===== config.mk =====
export PLATFORM = sky130hd
export DESIGN_NAME = mops_ctrl
export DESIGN_NICKNAME = d
export VERILOG_FILES = /design/src/mops_pkg.sv /design/src/mops_ctrl.sv
export SDC_FILE = /design/constraint.sdc
export NUM_CORES = 1
export LEC_CHECK = 0
export BUFFER_PORTS_ARGS = -buffer_cell sky130_fd_sc_hd__buf_2
export CORE_UTILIZATION = 48
export DETAILED_ROUTE_END_ITERATION = 6
export HOLD_SLACK_MARGIN = 0.1
export PLACE_DENSITY = 0.78
export SLEW_MARGIN = 20
export SYNTH_ARGS = -nofsm -noshare
export SYNTH_HDL_FRONTEND = slang
export SYNTH_SLANG_ARGS = --single-unit

===== constraint.sdc =====
create_clock -name clk -period 2.56 [get_ports clk]
set_clock_uncertainty 0.1 [all_clocks]
set_input_delay 0.256 -clock clk [delete_from_list [all_inputs] [get_ports clk]]
set_output_delay 0.256 -clock clk [all_outputs]
set_load 0.05 [all_outputs]

===== src/mops_pkg.sv =====
// ----------------------------------------------------------------------------
// mops_pkg
// Shared types, codes and defaults of the Morton order point sorter.
// ----------------------------------------------------------------------------
package mops_pkg;

	localparam int MAX_POINTS_DEF = 4096;
	localparam int BITS_DEF = 21;
	localparam int COORD_W = 32;
	localparam int CODE_OUT_W = 63;
	localparam int INDEX_OUT_W = 12;

	localparam logic [1:0] FUNC_LOAD = 2'd0;
	localparam logic [1:0] FUNC_FETCH = 2'd1;
	localparam logic [1:0] FUNC_CLEAR = 2'd2;

	localparam logic [1:0] ST_OK = 2'd0;
	localparam logic [1:0] ST_FULL = 2'd1;
	localparam logic [1:0] ST_EMPTY = 2'd2;

	typedef struct packed {
		logic [1:0] func;
		logic signed [COORD_W-1:0] x_pos;
		logic signed [COORD_W-1:0] y_pos;
		logic signed [COORD_W-1:0] z_pos;
	} req_t;

	typedef struct packed {
		logic [1:0] status;
		logic [CODE_OUT_W-1:0] morton_code;
		logic [INDEX_OUT_W-1:0] point_index;
		logic signed [COORD_W-1:0] out_x;
		logic signed [COORD_W-1:0] out_y;
		logic signed [COORD_W-1:0] out_z;
		logic last_entry;
	} rsp_t;

	typedef struct packed {
		logic accept;
		logic q_init;
		logic q_prep;
		logic q_load;
		logic q_step;
		logic q_wr;
		logic m_init;
		logic m_done;
		logic m_pass_start;
		logic m_pass_end;
		logic m_run_start;
		logic m_run_end;
		logic m_rda;
		logic m_rdb;
		logic m_wr;
		logic f_empty;
		logic f_rd1;
		logic f_rd2;
		logic f_out;
	} cmd_t;

	typedef struct packed {
		logic out_free;
		logic sorted;
		logic fetch_empty;
		logic q_more;
		logic div_done;
		logic pass_more;
		logic run_more;
		logic elem_more;
	} sts_t;

endpackage


===== src/mops_ctrl.sv =====
// ----------------------------------------------------------------------------
// mops_ctrl
// Sequencer for load, quantize, merge sort and fetch of the point sorter.
// ----------------------------------------------------------------------------
module mops_ctrl (
	input  logic clk,
	input  logic arst_n,
	input  logic req_valid,
	input  logic [1:0] req_func,
	output logic req_ready,
	input  mops_pkg::sts_t sts,
	output mops_pkg::cmd_t cmd
);
	import mops_pkg::*;

	typedef enum logic [13:0] {
		S_IDLE   = 14'b00000000000001,
		S_Q_CHK  = 14'b00000000000010,
		S_Q_RD   = 14'b00000000000100,
		S_Q_PREP = 14'b00000000001000,
		S_Q_LOAD = 14'b00000000010000,
		S_Q_DIV  = 14'b00000000100000,
		S_M_PASS = 14'b00000001000000,
		S_M_RUN  = 14'b00000010000000,
		S_M_RDA  = 14'b00000100000000,
		S_M_RDB  = 14'b00001000000000,
		S_M_WR   = 14'b00010000000000,
		S_F_CHK  = 14'b00100000000000,
		S_F_RD2  = 14'b01000000000000,
		S_F_OUT  = 14'b10000000000000
	} state_t;

	state_t state_q, state_d;
	logic take;

	assign req_ready = (state_q == S_IDLE) && sts.out_free;
	assign take = req_ready && req_valid;

	always_comb begin
		cmd = '0;
		state_d = state_q;
		case (state_q)
			S_IDLE: begin
				if (take) begin
					if (req_func == FUNC_FETCH) begin
						if (sts.sorted) begin
							state_d = S_F_CHK;
						end else begin
							cmd.q_init = 1'b1;
							state_d = S_Q_CHK;
						end
					end else begin
						cmd.accept = 1'b1;
					end
				end
			end
			S_Q_CHK: begin
				if (sts.q_more) begin
					state_d = S_Q_RD;
				end else begin
					cmd.m_init = 1'b1;
					state_d = S_M_PASS;
				end
			end
			S_Q_RD: state_d = S_Q_PREP;
			S_Q_PREP: begin
				cmd.q_prep = 1'b1;
				state_d = S_Q_LOAD;
			end
			S_Q_LOAD: begin
				cmd.q_load = 1'b1;
				state_d = S_Q_DIV;
			end
			S_Q_DIV: begin
				if (sts.div_done) begin
					cmd.q_wr = 1'b1;
					state_d = S_Q_CHK;
				end else begin
					cmd.q_step = 1'b1;
				end
			end
			S_M_PASS: begin
				if (sts.pass_more) begin
					cmd.m_pass_start = 1'b1;
					state_d = S_M_RUN;
				end else begin
					cmd.m_done = 1'b1;
					state_d = S_F_CHK;
				end
			end
			S_M_RUN: begin
				if (sts.run_more) begin
					cmd.m_run_start = 1'b1;
					state_d = S_M_RDA;
				end else begin
					cmd.m_pass_end = 1'b1;
					state_d = S_M_PASS;
				end
			end
			S_M_RDA: begin
				if (sts.elem_more) begin
					cmd.m_rda = 1'b1;
					state_d = S_M_RDB;
				end else begin
					cmd.m_run_end = 1'b1;
					state_d = S_M_RUN;
				end
			end
			S_M_RDB: begin
				cmd.m_rdb = 1'b1;
				state_d = S_M_WR;
			end
			S_M_WR: begin
				cmd.m_wr = 1'b1;
				state_d = S_M_RDA;
			end
			S_F_CHK: begin
				if (sts.fetch_empty) begin
					cmd.f_empty = 1'b1;
					state_d = S_IDLE;
				end else begin
					cmd.f_rd1 = 1'b1;
					state_d = S_F_RD2;
				end
			end
			S_F_RD2: begin
				cmd.f_rd2 = 1'b1;
				state_d = S_F_OUT;
			end
			S_F_OUT: begin
				cmd.f_out = 1'b1;
				state_d = S_IDLE;
			end
			default: state_d = S_IDLE;
		endcase
	end

	always_ff @(posedge clk or negedge arst_n) begin
		if (!arst_n) begin
			state_q <= S_IDLE;
		end else begin
			state_q <= state_d;
		end
	end

endmodule


Word level (Yosys, flattened, before mapping)
Index checks and enable logic that the tools add are counted.
W data, S select, Z words.
Word-level totals
  register bits after elaboration: 14
  input bits: 13
  output and inout bits: 20
  logic and storage cells: 60
Cells by class
  equal/unequal tests: 18
  muxes and demuxes: 38
  reduce and logical (&&, ||, !) cells: 3
Operators by type and width (number)
  $pmux W14 S13: 1
  $mux W14: 3
  $mux W12: 2
  $mux W1: 21
  $eq A14 B1 Y1 const B: 1
  $eq A14 B10 Y1 const B: 1
  $eq A14 B11 Y1 const B: 1
  $eq A14 B12 Y1 const B: 1
  $eq A14 B13 Y1 const B: 1
  $eq A14 B14 Y1 const B: 1
  $eq A14 B2 Y1 const B: 1
  $eq A14 B3 Y1 const B: 1
  $eq A14 B4 Y1 const B: 1
  $eq A14 B5 Y1 const B: 1
  $eq A14 B6 Y1 const B: 1
  $eq A14 B7 Y1 const B: 1
  $eq A14 B8 Y1 const B: 1
  $eq A14 B9 Y1 const B: 1
  $mux W2: 7
  $mux W13: 1
  $mux W10: 1
  $mux W9: 1
  $mux W7: 1
  $ne A2 B2 Y1 const B: 2
  4 further kinds: 5

Logic depth before layout (Yosys ltp)
  word-level depth: 5
  mapped depth: 5

Least setup slack after synthesis
Ideal clock, no wire load.
  kind: register -> output
  start: register state_q[1]
  end: output cmd[2] (netlist bit)
  arrival: 3.115 ns
  required time: 2.204 ns
  setup slack: -0.911 ns
  stages on the path, launching flop included: 5
  path buffers: 0
  cell sequence: dfrtp_1 or4_4 nor4_2 nand2_1 nor4b_1
RTL lines
  from (decl): RTL line mops_ctrl.sv:33  | state_t state_q, state_d;
  from (signal assigned): RTL line mops_ctrl.sv:142  | state_q <= state_d;
  to (decl): RTL line mops_ctrl.sv:12  | output mops_pkg::cmd_t cmd

==> qor.txt <==
Violated checks: negative setup slack
Final HPWL DP: 1.89 mm
CP arrival: 2.39 ns
Seq. cell area: 354 µm²
Mean Syn Cell Area: 9.24 µm²
Final Max Slew Viols: 0
Worst path bufs/invs: 2
Most flops, register: state_q
CTS clk-pin slew, worst paths: 0.09 ns
Leading area contributor after synthesis: dfrtp_1
GR Util All Layers: 32.9%
Max reg flops: 14
Post-Synth XOR/XNOR Area: 1.92%
Die area: 2080 µm²
Sequential-to-total area share from yosys stat: 38.4%
Synthesized netlist cell count: 99
CP Capture Type: output port
Status: complete, but fails checks
CTS tree: done
Adder-cell share of the synthesized area: 0%
Vias per cell: 6.40
Gpl congestion: 0.828
Slowest CP cell: or4_4
CP delay by family, top: simple AND/OR/NAND/NOR gates
Count leader, synth: dfrtp_1
RSZ-0062 raised after global routing: true
Mapped Nets: 112
Die width: 45.7 µm
Largest net degree at the start of global routing: 15
Pwr Total: 1230 µW
H-Tree Depth: 1
Endpoints failing hold: 0
Finish-stage setup viols: 13
Port Buffer Count: 32
Synth unique cells: 35
Total iterations of the first detailed-routing run: 4
Synth Area in Compound Gates: 9.71%
Final wirelength: 4.09 mm
Clock Latency Late Sink: 0.30 ns
Initial antenna violation count: 0
Synth warn: 0
Multi-input logic area: 674 µm²
Initial Utilization: 51.8%
Via count: 1191
TritonCTS Buffers: 3
FMAX: 364 MHz
Slew @ Worst Pin: 0.694 ns
CTS root buf: clkbuf_4
Most used cell, CP: or4_4
Area delta synth->final: 78.2%
Worst Path Max Fanout: 2
Predominant post-synthesis flop cell: dfrtp_1
I/O pin total: 33
#FFs+latches synth: 14
Height of the die: 45.7 µm
CP required: 2.20 ns
Setup TNS: -0.873 ns
Max_cap viols: 0
# rows: 15
Core Util, Final: 92.4%
Cell area power density: 757 nW/µm²
Mux cell area share after synthesis: 0%
Commonest cells in the netlist: dfrtp_1, nor2_1, nand2_1
Pleak: 0.000772 µW
Post-Syn Area: 915 µm²
Final Worst Setup Slack: -0.187 ns
Relative slew slack: 53.1%
Remaining DRCs: 0
Synth top area share: 35.6%
Peak supply drop: 0.000525 V
Fin Hold WS: 0.136 ns
CP max stage delay: 0.55 ns
R2R Setup Slk: 0.07 ns
Hold WC Path Type: input pin to register
Post-layout minimum cycle time: 2.75 ns
First-pass GRT wire length: 4.66 mm
CTS sink cnt: 14
GRT overflow: 0
Worst Setup Path Type: register to output port
Wire per inst: 22.0 µm
Biggest regs: state_q: 14 flops
ANT nets after route: 0
Ant. Diodes: 0
Clk buf depth: 2
Largest family of logic cells by synthesized area: simple AND/OR/NAND/NOR gates
Crit-path cells: or4_4, or4_4, or3_4, clkinvlp_4, buf_8
Nets@finish: 175
Largest cells by area after synthesis: dfrtp_1, nor4b_1, nor2_1, or4_4, and3_1
Vias in the first global route: 1006
Post-synth EDFFs: 0
Post-Synth Simple-Gate Area: 46.6%
Layout cells sized above 1: 60.2%
Asr flop ratio synth: 100%
Startpoint Class: register
Period utilisation layout: 107%
Core area: 1760 µm²
1st-iter DRT viols: 62
FILL cells: 73
[worst register-to-register path, delay by kind of cell (launching register included)]
kind            cells  cell delay [ns]
flops               1             0.41
buf+inv             2             0.27
compound gates      1             0.17
simple gates        3             1.46
[path summary, 6_finish.rpt]
| check | from | end | cells after the start |
|---|---|---|---|
| worst max-delay path | state_q[8]$_DFFE_PN0P_ | cmd[11] | 5 |
| worst min-delay path | sts[6] | state_q[11]$_DFFE_PN0P_ | 3 |
| worst max register to register | state_q[8]$_DFFE_PN0P_ | state_q[11]$_DFFE_PN0P_ | 6 |
| worst min register to register | state_q[3]$_DFFE_PN0P_ | state_q[3]$_DFFE_PN0P_ | 2 |
| max in group asynchronous | arst_n | state_q[0]$_DFFE_PN1P_ | 2 |
| min in group asynchronous | arst_n | state_q[10]$_DFFE_PN0P_ | 2 |
[layout make-up]
cell class                 instances  share of cell area [%]
clock buffer                       4                    2.23
inverter                           4                    1.15
multi-input combinational         79                    41.4
sequential                        14                    21.7
tap                               25                    1.92
timing repair buffer              60                    31.6
[cell usage in the layout, fill, tap and decap left out, drive strengths merged]
cell type     n
a211oi        1
dfstp         1
or3           3
o21ai         1
dfrtp        13
o22ai         1
nand2         8
o21bai        1
clkinvlp      1
and3b         2
o311a         1
clkbuf        6
nor3b         4
or2           2
nand4b        1
and3          5
inv           3
nor2          9
buf          56
nand2b        2
nand3         3
a21oi         1
o311ai        1
nor3          4
or4           4
and2          2
nor4          4
nor2b         3
a211o         3
xor2          2
dlygate4sd3   2
a22oi         1
nor4b         6
and4          3
nand3b        1
[repair_timing]
| item | 4_1_cts | 5_1_grt |
|---|---|---|
| pin swaps | 4 | 9 |
| buffers inserted | 3 | 7 |
| hold endpoints to repair | 15 | 0 |
| hold buffers | 2 | 0 |
| resized for setup | 31 | 39 |
| cloned | 0 | 0 |
| setup endpoints to repair | 18 | 20 |
[cell families (layout without fill, tap and decap cells)]
kind of cell,after synthesis,after routing
AND/OR/NAND/NOR,66,66
flip-flops,14,14
AO/OA/AOI/OAI,11,11
buffers and inverters,6,68
XOR/XNOR,2,2
[report_power, final]
group	total, µW	switching (µW)	internal [µW]
Combinational	786	420	365
Sequential	274	23.2	251
Clock	175	87.8	86.9
Total	1230	531	703
[metal layers]
layer  vias up  global-route usage (%)  part of all wire (%)
met5         -                       0                     0
met4         0                    21.8                   4.4
met3        22                    5.16                   7.1
met2        83                    52.0                    50
met1       585                    41.2                    39
li1        501                       -                     -
[stage by stage]
step           std cells  instance area (µm²)  worst slack (ns)
3_3_place_gp         170                 1270            0.0478
5_1_grt              186                 1630            -0.198
2_1_floorplan         99                  970            -0.228
4_1_cts              179                 1460            -0.152
3_5_place_dp         170                 1270            0.0316
6_report             186                 1630            -0.187
No activity file was read; power rests on OpenSTA's default activity.
